<file path="config.mk">
export PLATFORM = sky130hd
export DESIGN_NAME = mbs_mul
export DESIGN_NICKNAME = d
export VERILOG_FILES = /design/src/rtl/mandelbrot_block_shader_macros.svh /design/src/rtl/mbs_pkg.sv /design/src/rtl/mbs_mul.sv
export SDC_FILE = /design/constraint.sdc
export NUM_CORES = 2
export LEC_CHECK = 0
export BUFFER_PORTS_ARGS = -buffer_cell sky130_fd_sc_hd__buf_2
export CORE_UTILIZATION = 35
export DETAILED_ROUTE_END_ITERATION = 8
export SLEW_MARGIN = 25
export SYNTH_ARGS = -nofsm -noshare
export SYNTH_HDL_FRONTEND = slang
export SYNTH_SLANG_ARGS = --single-unit
</file>
<file path="constraint.sdc">
create_clock -name clk -period 10.8 [get_ports clk]
set_clock_uncertainty 0.15 [all_clocks]
set_input_delay 1.08 -clock clk [delete_from_list [all_inputs] [get_ports clk]]
set_output_delay 1.08 -clock clk [all_outputs]
set_load 0.01 [all_outputs]
</file>
<file path="src/rtl/mandelbrot_block_shader_macros.svh">
// assertion helpers, compiled away for synthesis
`ifndef MANDELBROT_BLOCK_SHADER_MACROS_SVH
`define MANDELBROT_BLOCK_SHADER_MACROS_SVH
`ifndef SYNTHESIS
`define MBS_ASSERT(lbl, prop) \
	lbl: assert property (@(posedge clk) disable iff (!arst_n) prop) \
		else $error("mbs assertion failed");
`define MBS_NEVER(lbl, cond) \
	`MBS_ASSERT(lbl, !(cond))
`else
`define MBS_ASSERT(lbl, prop)
`define MBS_NEVER(lbl, cond)
`endif
`endif

</file>
<file path="src/rtl/mbs_pkg.sv">
`default_nettype none
package mbs_pkg;

	localparam int MAX_ITER_DEF   = 100;
	localparam int MAX_BLOCK_DEF  = 8;
	localparam int FRAC_BITS_DEF  = 56;
	localparam int COORD_BITS     = 12;
	localparam int EDGE_W         = 13;
	localparam int BSZ_W          = 4;
	localparam int NUM_W          = 21;

	// register indexes
	localparam logic [2:0] CFG_IMAGE_WIDTH  = 3'd0;
	localparam logic [2:0] CFG_IMAGE_HEIGHT = 3'd1;
	localparam logic [2:0] CFG_PIXEL_SCALE  = 3'd2;
	localparam logic [2:0] CFG_FOCUS_REAL   = 3'd3;
	localparam logic [2:0] CFG_FOCUS_IMAG   = 3'd4;
	localparam logic [2:0] CFG_BLOCK_WIDTH  = 3'd5;
	localparam logic [2:0] CFG_BLOCK_HEIGHT = 3'd6;

	typedef struct packed {
		logic        start;
		logic [63:0] a;
		logic [63:0] b;
	} mul_req_t;

	typedef struct packed {
		logic         busy;
		logic         done;
		logic [127:0] prod;
	} mul_rsp_t;

	typedef struct packed {
		logic              start;
		logic [NUM_W-1:0]  num;
		logic [EDGE_W-1:0] den;
	} div_req_t;

	typedef struct packed {
		logic       busy;
		logic       done;
		logic [7:0] quo;
	} div_rsp_t;

	// signed add clamped to the 64 bit range
	function automatic logic [63:0] sat_add(input logic [63:0] a, input logic [63:0] b);
		logic [64:0] s;
		s = {a[63], a} + {b[63], b};
		if (s[64] != s[63])
			sat_add = s[64] ? {1'b1, 63'd0} : {1'b0, {63{1'b1}}};
		else
			sat_add = s[63:0];
	endfunction

	function automatic logic [63:0] mag(input logic [63:0] v);
		mag = v[63] ? (64'd0 - v) : v;
	endfunction

	// floor(k*255/50) = 5k + floor(k/10) for k up to 50
	function automatic logic [7:0] shade_of_k(input logic [5:0] k);
		logic [7:0] t;
		t = 8'(k >= 6'd10) + 8'(k >= 6'd20) + 8'(k >= 6'd30) + 8'(k >= 6'd40)
			+ 8'(k >= 6'd50);
		shade_of_k = 8'({2'b00, k} * 8'd5) + t;
	endfunction

endpackage
`default_nettype wire

</file>
<file path="src/rtl/mbs_mul.sv">
`default_nettype none
// 64x64 multiplier, one 32x32 partial product per cycle
module mbs_mul (
	input  wire logic              clk,
	input  wire logic              arst_n,
	input  wire mbs_pkg::mul_req_t req,
	output mbs_pkg::mul_rsp_t      rsp
);

	logic [63:0]  a_q, b_q;
	logic [2:0]   cnt_q;
	logic         busy_q, done_q, pv_s1;
	logic [1:0]   sel_s1;
	logic [63:0]  pp_s1;
	logic [127:0] acc_q;
	logic [31:0]  ah, bh;
	logic [127:0] pp_ext;

	assign ah = cnt_q[0] ? a_q[63:32] : a_q[31:0];
	assign bh = cnt_q[1] ? b_q[63:32] : b_q[31:0];

	always_comb begin
		case (sel_s1)
			2'd0: pp_ext = {64'd0, pp_s1};
			2'd3: pp_ext = {pp_s1, 64'd0};
			default: pp_ext = {32'd0, pp_s1, 32'd0};
		endcase
	end

	always_ff @(posedge clk or negedge arst_n) begin
		if (!arst_n) begin
			busy_q <= 1'b0;
			done_q <= 1'b0;
			pv_s1  <= 1'b0;
			cnt_q  <= '0;
		end else begin
			done_q <= 1'b0;
			pv_s1  <= 1'b0;
			if (req.start) begin
				busy_q <= 1'b1;
				cnt_q  <= '0;
			end else if (busy_q) begin
				if (cnt_q != 3'd4) begin
					pv_s1 <= 1'b1;
					cnt_q <= cnt_q + 3'd1;
				end
				if (pv_s1 && sel_s1 == 2'd3) begin
					busy_q <= 1'b0;
					done_q <= 1'b1;
				end
			end
		end
	end

	always_ff @(posedge clk) begin
		if (req.start) begin
			a_q   <= req.a;
			b_q   <= req.b;
			acc_q <= '0;
		end else begin
			pp_s1  <= ah * bh;
			sel_s1 <= cnt_q[1:0];
			if (pv_s1)
				acc_q <= acc_q + pp_ext;
		end
	end

	assign rsp.busy = busy_q;
	assign rsp.done = done_q;
	assign rsp.prod = acc_q;

endmodule
`default_nettype wire

</file>
==> results.sh <==
export IMPL_fin_nets=7487
export IMPL_cts_htree_levels=2
export IMPL_setup_viol=0
export IMPL_cpPeakStageDelay_ps=780
export IMPL_fin_cells=8112
export IMPL_fill_cells=15300
export IMPL_pin_count=261
export IMPL_period_minus_slack_ps=10000
export IMPL_critPathBufInv=5
export IMPL_clkTransAtPathRegs_ps=80
export IMPL_cp_slowest_cell="mux2i_2"
export IMPL_initial_core_util_pct=35.3
export IMPL_critPathTopFamily="adder cells"
export IMPL_fp_coreArea_um2=150000
export IMPL_drcViolationCount=0
export IMPL_multi_input_area_um2=39900
export IMPL_crit_start="cnt_q[1]"
export IMPL_via_per_inst=5.40
export IMPL_regToRegSetupSlack_ps=800
export IMPL_async_flop_share_pct=1.83
export IMPL_finalHoldViolations=0
export IMPL_cp_required_ps=11010
export IMPL_cts_sinks=328
export IMPL_globalplace_congestion=0.997
export IMPL_worst_setup_path_type="register to register"
export IMPL_cts_made_buffers=39
export IMPL_syn_to_final_growth_pct=9.55
export IMPL_worst_path_stages=26
export IMPL_cts_hold_buf=0
export IMPL_outcome="complete, no violations"
export IMPL_dieArea_um2=153000
export IMPL_rsz0062_at_grt="no"
export IMPL_synth_most_common_cell="inv_1"
export IMPL_cts_setup_buffers=0
export IMPL_drtIter0Drc=3865
export IMPL_cpMostUsedCell="fa_1"
export IMPL_synth_avg_cell_area_um2=8.90
export IMPL_die_h_um=391
export IMPL_preCtsSetupSlack_ps=944
export IMPL_synthSimpleGateAreaFrac_pct=14.5
export IMPL_synth_area_leaders="fa_1, edfxtp_1, ha_1, inv_1, nor2_1"
export IMPL_r2r_start="cnt_q[1]"
export IMPL_synthFlopType="edfxtp_1"
export IMPL_synthMuxAreaShare_pct=3.94
export IMPL_cts_root_buf="clkbuf_16"
export IMPL_placed_cells=8040
export IMPL_yosysTopAreaCellShare_pct=34.0
export IMPL_die_x_um=391
export IMPL_dpl_hpwl_mm=164
export IMPL_synth_compound_area_share_pct=10.3
export IMPL_grt_util_all_layers_pct=26.4
export IMPL_grt_max_degree=100
export IMPL_routed_wl_mm=202
export IMPL_synth_xor_area_share_pct=2.98
export IMPL_cts_resized=0
export IMPL_yosys_warnings=0
export IMPL_final_core_util_pct=38.6
export IMPL_drv_cap=0
export IMPL_timing_final_crit_share_pct=92.6
export IMPL_worstSkewPairLatency_ps=640
export IMPL_end_kind="register"
export IMPL_cp_arrival_ps=10210
export IMPL_fmax_mhz=100
export IMPL_tightest_slew_ps=1190
export IMPL_syn_num_nets=7358
export IMPL_drt_first_pass_iters=6
export IMPL_ff2ff_path_depth=26
export IMPL_crit_path_end="pp_s1[56]"
export IMPL_wire_per_inst_um=24.9
export IMPL_slew_headroom_pct=18.2
export IMPL_syn_inst=5936
export IMPL_grt_pass1_vias=44700
export IMPL_clockBufferDepth=3
export IMPL_synth_fa_ha_area_share_pct=43.3
export IMPL_drv_slew=0
export IMPL_synth_top_area_cell="fa_1"
export IMPL_drive_gt1_share_pct=9.57
export IMPL_setup_tns_ps=0
export IMPL_fp_row_count=142
export IMPL_critical_path_max_fanout=28
export IMPL_synth_seq_area_share_pct=16.2
export IMPL_ys_ff_latch=328
export IMPL_synth_top_family_by_area="adder cells"
export IMPL_setup_ws_ps=800
export IMPL_grt_overflow=0
export IMPL_vias=43800
export IMPL_synthesis_area_um2=52900
export IMPL_ant_nets=0
export IMPL_synth_distinct_cells=80
export IMPL_grt_pass1_wl_mm=295
export IMPL_synth_commonest_cells="inv_1, fa_1, nor2_1"
export IMPL_holdCritPathClass="input pin to async pin"
export IMPL_synth_edff_count=194
export IMPL_ff_latch_area_um2=8550
export IMPL_r2r_end="pp_s1[56]"
export IMPL_numPortBuffers=260
export IMPL_cts_tree="yes"
export IMPL_crit_path_start_kind="register"
export IMPL_antenna_found_initial=7
==> routing by layer <==
metal  vias up  GRT usage, %  share of wire (%)
met3       477          6.90                 11
met2      2330          40.5                 43
met4         6          11.0                4.9
met1     21800          35.0                 41
met5         -             0              0.024
li1      19100             -                  -
==> layout by cell type, fill, tap and decap left out, types with 14 or more instances in the layout <==
cell type and n:
o21bai_1 58, buf_2 259, mux2i_1 86, buf_4 110
fa_1 897, nor2_1 776, nand4_1 69, xnor2_1 113
a21o_1 106, nor3_1 41, o21a_1 27, a21oi_1 282
a211oi_1 14, mux2i_2 46, o21ai_1 15, ha_1 393
clkbuf_16 39, edfxtp_1 194, nand2b_1 16, dfxtp_1 128
and2_1 74, nand3_1 28, nor2b_1 22, a22o_1 35
and3_1 21, nand2_1 735, xor2_1 67, o21ai_0 206
inv_1 952, mux2_2 64
==> registers in the layout, summed over array words and instances (netlist names) <==
signal and count:
sel_s1 2, cnt_q 3, pv_s1 1, a_q 64, pp_s1 64, b_q 64
done_q 1, acc_q 128, busy_q 1
==> cells by family (layout without fill, tap and decap cells) <==
kind of cell | Yosys count | count (layout)
simple gates | 1835 | 1835
fa+ha+maj | 1291 | 1291
buf+inv | 1239 | 1398
compound gates | 863 | 863
flops | 328 | 328
mux | 200 | 200
xor+xnor | 180 | 180
other cells | 0 | 1
==> cell type report <==
cell class,count,share of cell area (%)
Timing Repair Buffer,373,3.79
Clock buffer,43,1.71
Tap cell,2016,4.36
Antenna cell,1,0.00432
Sequential cell,328,14.8
Multi-Input combinational cell,4369,68.8
Inverter,954,6.18
Clock inverter,28,0.348
==> worst min path at each step <==
stage	slack (ps)	end
finish	230	busy_q
global route	230	busy_q
CTS	180	pv_s1
detailed placement	310	acc_q[117]
global placement	310	acc_q[117]
floorplan	320	sel_s1[1]
==> through the flow <==
stage	hold WS (ps)	instance area, um2
2_1_floorplan	319	52900
3_3_place_gp	307	56700
3_5_place_dp	314	56700
4_1_cts	180	57900
5_1_grt	229	57900
6_report	233	57900
Power is left out: the tool's default activity adds up to more than one toggle a clock period on the data nets, which glitch-free logic cannot reach.
