`src/rtl/mandelbrot_block_shader_macros.svh`:
```
// assertion helpers, compiled away for synthesis
`ifndef MANDELBROT_BLOCK_SHADER_MACROS_SVH
`define MANDELBROT_BLOCK_SHADER_MACROS_SVH
`ifndef SYNTHESIS
`define MBS_ASSERT(lbl, prop) \
	lbl: assert property (@(posedge clk) disable iff (!arst_n) prop) \
		else $error("mbs assertion failed");
`define MBS_NEVER(lbl, cond) \
	`MBS_ASSERT(lbl, !(cond))
`else
`define MBS_ASSERT(lbl, prop)
`define MBS_NEVER(lbl, cond)
`endif
`endif

```
`src/rtl/mbs_pkg.sv`:
```
`default_nettype none
package mbs_pkg;

	localparam int MAX_ITER_DEF   = 100;
	localparam int MAX_BLOCK_DEF  = 8;
	localparam int FRAC_BITS_DEF  = 56;
	localparam int COORD_BITS     = 12;
	localparam int EDGE_W         = 13;
	localparam int BSZ_W          = 4;
	localparam int NUM_W          = 21;

	// register indexes
	localparam logic [2:0] CFG_IMAGE_WIDTH  = 3'd0;
	localparam logic [2:0] CFG_IMAGE_HEIGHT = 3'd1;
	localparam logic [2:0] CFG_PIXEL_SCALE  = 3'd2;
	localparam logic [2:0] CFG_FOCUS_REAL   = 3'd3;
	localparam logic [2:0] CFG_FOCUS_IMAG   = 3'd4;
	localparam logic [2:0] CFG_BLOCK_WIDTH  = 3'd5;
	localparam logic [2:0] CFG_BLOCK_HEIGHT = 3'd6;

	typedef struct packed {
		logic        start;
		logic [63:0] a;
		logic [63:0] b;
	} mul_req_t;

	typedef struct packed {
		logic         busy;
		logic         done;
		logic [127:0] prod;
	} mul_rsp_t;

	typedef struct packed {
		logic              start;
		logic [NUM_W-1:0]  num;
		logic [EDGE_W-1:0] den;
	} div_req_t;

	typedef struct packed {
		logic       busy;
		logic       done;
		logic [7:0] quo;
	} div_rsp_t;

	// signed add clamped to the 64 bit range
	function automatic logic [63:0] sat_add(input logic [63:0] a, input logic [63:0] b);
		logic [64:0] s;
		s = {a[63], a} + {b[63], b};
		if (s[64] != s[63])
			sat_add = s[64] ? {1'b1, 63'd0} : {1'b0, {63{1'b1}}};
		else
			sat_add = s[63:0];
	endfunction

	function automatic logic [63:0] mag(input logic [63:0] v);
		mag = v[63] ? (64'd0 - v) : v;
	endfunction

	// floor(k*255/50) = 5k + floor(k/10) for k up to 50
	function automatic logic [7:0] shade_of_k(input logic [5:0] k);
		logic [7:0] t;
		t = 8'(k >= 6'd10) + 8'(k >= 6'd20) + 8'(k >= 6'd30) + 8'(k >= 6'd40)
			+ 8'(k >= 6'd50);
		shade_of_k = 8'({2'b00, k} * 8'd5) + t;
	endfunction

endpackage
`default_nettype wire

```
`src/rtl/mbs_div.sv`:
```
`default_nettype none
// radix-2 divider, quotient saturated at 255
module mbs_div (
	input  wire logic              clk,
	input  wire logic              arst_n,
	input  wire mbs_pkg::div_req_t req,
	output mbs_pkg::div_rsp_t      rsp
);

	logic [mbs_pkg::NUM_W-1:0]  rem_q, trial;
	logic [mbs_pkg::EDGE_W-1:0] den_q;
	logic [7:0]                 q_q;
	logic [2:0]                 cnt_q;
	logic                       busy_q, done_q;

	assign trial = {8'd0, den_q} << cnt_q;

	always_ff @(posedge clk or negedge arst_n) begin
		if (!arst_n) begin
			busy_q <= 1'b0;
			done_q <= 1'b0;
			cnt_q  <= '0;
		end else begin
			done_q <= 1'b0;
			if (req.start) begin
				cnt_q <= 3'd7;
				if (req.num >= {req.den, 8'd0})
					done_q <= 1'b1;
				else
					busy_q <= 1'b1;
			end else if (busy_q) begin
				cnt_q <= cnt_q - 3'd1;
				if (cnt_q == 3'd0) begin
					busy_q <= 1'b0;
					done_q <= 1'b1;
				end
			end
		end
	end

	always_ff @(posedge clk) begin
		if (req.start) begin
			rem_q <= req.num;
			den_q <= req.den;
			q_q   <= (req.num >= {req.den, 8'd0}) ? 8'hff : 8'd0;
		end else if (busy_q && rem_q >= trial) begin
			rem_q <= rem_q - trial;
			q_q   <= q_q | (8'd1 << cnt_q);
		end
	end

	assign rsp.busy = busy_q;
	assign rsp.done = done_q;
	assign rsp.quo  = q_q;

endmodule
`default_nettype wire

```
`config.mk`:
```
export PLATFORM = sky130hd
export DESIGN_NAME = mbs_div
export DESIGN_NICKNAME = d
export VERILOG_FILES = /design/src/rtl/mandelbrot_block_shader_macros.svh /design/src/rtl/mbs_pkg.sv /design/src/rtl/mbs_div.sv
export SDC_FILE = /design/constraint.sdc
export NUM_CORES = 1
export LEC_CHECK = 0
export ABC_AREA = 0
export BUFFER_PORTS_ARGS = -buffer_cell sky130_fd_sc_hd__buf_2
export CAP_MARGIN = 0
export CORE_AREA = 5 5 93 95
export DETAILED_ROUTE_END_ITERATION = 8
export DIE_AREA = 0 0 98 100
export GPL_ROUTABILITY_DRIVEN = 0
export PLACE_DENSITY = 0.71
export SLEW_MARGIN = 15
export SYNTH_ARGS = -nofsm -noshare
export SYNTH_HDL_FRONTEND = slang
export SYNTH_SLANG_ARGS = --single-unit
```
`constraint.sdc`:
```
create_clock -name clk -period 5 [get_ports clk]
set_clock_uncertainty 0.2 [all_clocks]
set_input_delay 0.25 -clock clk [delete_from_list [all_inputs] [get_ports clk]]
set_output_delay 0.25 -clock clk [all_outputs]
set_load 0.005 [all_outputs]
```
==> metrics.md <==
| Metric | Value |
|---|---|
| Status | finished, final reports clean |
| Core ar. | about 0.0076 sq mm |
| Crit path max fanout | 21 |
| Area of the multi-input gates | approximately 0.0023 sq mm |
| Worst-path clk slew | ~0.090 ns |
| Routed vias | approximately 3500 |
| Ys flop type | edfxtp_1 |
| Final nets | 534 |
| WP data arrival | ~4.0 ns |
| Final wirelength | 10500 um |
| Hold Fails Final Rpt | 0 |
| Vias/cell | approximately 6 |
| Sequential share of the synthesized area | 0.359 |
| Htree depth | 2 |
| Mapped cell area | approximately 0.0039 sq mm |
| Die Ht | 100 um |
| Leakage | about 1.9 nW |
| Final worst setup slack | 0.824 ns |
| Synthesis Warnings | 0 |
| CP required | about 5 ns |
| FF+latch count, synth | 47 |
| Reg-to-Reg Start | cnt_q[0] |
| Max Fclk | 239 MHz |
| Routed Antenna Nets | 0 |
| HP Class | input port to register |
| Vias in the first global route | between 3000 and 4000 |
| Clock Latency Late Sink | 0.31 ns |
| Die W | roughly 98 um |
| Post-synth cell types | 66 |
| Clk buf depth | 2 |
| Final Max Tran Viols | 0 |
| Max_slew headroom | 0.239 |
| Detailed-placement wirelength estimate | between 8000 and 9000 um |
| Cells after Synth | roughly 400 |
| Boundary Pins | 47 |
| Post-layout minimum cycle time | around 4.2 ns |
| Post-Syn Area per Cell | 9.51 sq um |
| Synth async-reset ratio | 0.106 |
| Worst Setup End Kind | register |
| Die area | 0.00980 sq mm |
| Starting Density | 0.505 |
| Power per cell area | between 500 and 600 mW/mm^2 |
| Initial antenna violation count | 0 |
| Critical Path Source | cnt_q[0] |
| Area after DPL | around 0.0042 sq mm |
| Max_cap viols | 0 |
| Hold Startpoint | req[17] |
| VDD IR max | ~0.00025 V |
| Root buffer cell | clkbuf_8 |
| Setup violations, final | 0 |
| Global-route wire length before repair | around 17000 um |
| Floorplan row count | 32 |
| Final Power | roughly 2.3 mW |
| IO Port Bufs | between 40 and 50 |
| Fin Setup TNS | 0 ns |
| Total GRT Usage | 0.217 |
| Post-CTS sizing | 0 |
| Kind of critical path | register to register |
| Layout cell share with drive strength beyond 1 | 0.166 |
| Largest net degree at the start of global routing | 67 |
| RSZ-0062 raised after global routing | false |
| Post-Syn Nets | approximately 480 |
| Residual DRC | 0 |
| Post-place setup slack | 0.889 ns |
| Diode count | 0 |
| Num CTS Buffers | 5 |
| Total grt overflow | 0 |
| Area grow syn2layout | 14.1% |
| Avg WL per Cell | ~19 um |
| Setup Buffers After CTS | 0 |
| Post-synth EDFFs | 42 |
| Design area | 0.00441 sq mm |
| Worst Tran Pin Value | ~1.1 ns |
| Clock sink count | 47 |
| Hold Slack | 0.0397 ns |
| Final Util | 0.576 |
| 1st-iter DRT viols | around 210 |
| FF/Latch Area | 0.00139 sq mm |
| Worst setup SP type | register |
| DRT Pass-1 Iters | 5 |
| Final period util | 0.835 |
| Non-Filler Instances | around 560 |
| CTS tree | built |
| Fillers | about 660 |
| # placed instances | ~540 |
## critical path, stage by stage (launching register included)
cell and delay (ns):
dfrtp_1 0.90, mux2_2 0.43, nor2_1 0.11, a21oi_1 0.07, mux2i_1 0.23, ha_1 0.33
a21oi_1 0.21, nor3_1 0.10, or3_1 0.39, o22ai_2 0.26, a21oi_1 0.11, o32a_1 0.37
buf_4 0.22
## placed cells by master, fill, tap and decap left out, types with 6 or more instances in the layout
cell type,n
inv_1,23
dlygate4sd3_1,14
a21o_1,9
o21ai_0,22
nand2_1,41
mux2i_1,19
buf_2,46
nand3_1,7
a21oi_1,28
clkbuf_8,6
nor3_1,27
ha_1,38
edfxtp_1,42
nor2_1,18
a211oi_1,13
## cells in the mapped netlist, drive strengths merged (2+ instances only)
cell / count / area share
a2111o: 3 / 0.0088
a2111oi: 3 / 0.0084
a211oi: 13 / 0.025
a21o: 9 / 0.018
a21oi: 31 / 0.043
a311oi: 4 / 0.0091
a31oi: 2 / 0.0032
a32oi: 2 / 0.0045
and2: 4 / 0.0068
and3: 6 / 0.010
buf: 5 / 0.0071
clkbuf: 14 / 0.014
dfrtp: 5 / 0.032
edfxtp: 42 / 0.33
ha: 38 / 0.12
inv: 24 / 0.023
mux2: 4 / 0.012
mux2i: 19 / 0.049
nand2: 41 / 0.040
nand2b: 3 / 0.0068
nand3: 7 / 0.0091
nand4: 5 / 0.0081
nor2: 18 / 0.018
nor2b: 6 / 0.012
nor3: 27 / 0.035
nor4b: 3 / 0.0068
o211ai: 2 / 0.0039
o21a: 3 / 0.0058
o21ai: 23 / 0.030
o221ai: 2 / 0.0045
o22ai: 2 / 0.0049
o31ai: 4 / 0.0078
or3: 3 / 0.0049
xnor2: 5 / 0.011
xor2: 5 / 0.011
## logic make-up after synthesis
group | after synthesis | synth area share
AOI/OAI and AO/OA | 115 | 0.216
DFF | 47 | 0.359
adders and majority gates | 39 | 0.128
buffers and inverters | 43 | 0.0444
xor gates and xnor gates | 10 | 0.0227
muxes | 23 | 0.0609
and+or+nand+nor | 129 | 0.169
## flip-flops by register name, summed over array words and instances, names as in the netlist
| signal | count |
|---|---|
| rem_q | 21 |
| q_q | 8 |
| done_q | 1 |
| busy_q | 1 |
| den_q | 13 |
| cnt_q | 3 |
## worst paths after layout
kind / end / slack, ns / cells past startpoint
setup / recovery: rem_q[3] / 0.82 / 12
hold / removal: rem_q[4] / 0.04 / 2
setup reg to reg: rem_q[3] / 0.82 / 12
hold reg to reg: q_q[2] / 0.45 / 2
max in group asynchronous: cnt_q[1] / 4.38 / 2
min in group asynchronous: done_q / 0.08 / 2
## repair_timing
item / CTS / global route
hold buffers: 14 / 0
endpoints found under the hold margin: 18 / 0
setup endpoints to repair: 0 / 0
## area by class of cell
cell class / instances / area share
Clock buffer: 6 / 0.0187
Clock inverter: 2 / 0.00369
Inverter: 24 / 0.0204
Multi-Input combinational cell: 316 / 0.523
Sequential cell: 47 / 0.315
Tap cell: 102 / 0.0290
Timing Repair Buffer: 64 / 0.0909
## power breakdown
part | switching, mW | internal, mW
sequential | 0.0707 | 0.615
clock | 0.137 | 0.113
combinational | 0.830 | 0.557
## metal layers
metal | track usage | share of wire
met1 | 0.283 | 0.42
met4 | 0.0809 | 0.029
met3 | 0.0354 | 0.063
met2 | 0.365 | 0.49
met5 | 0 | 0
Power figures use the tool's default switching activity.
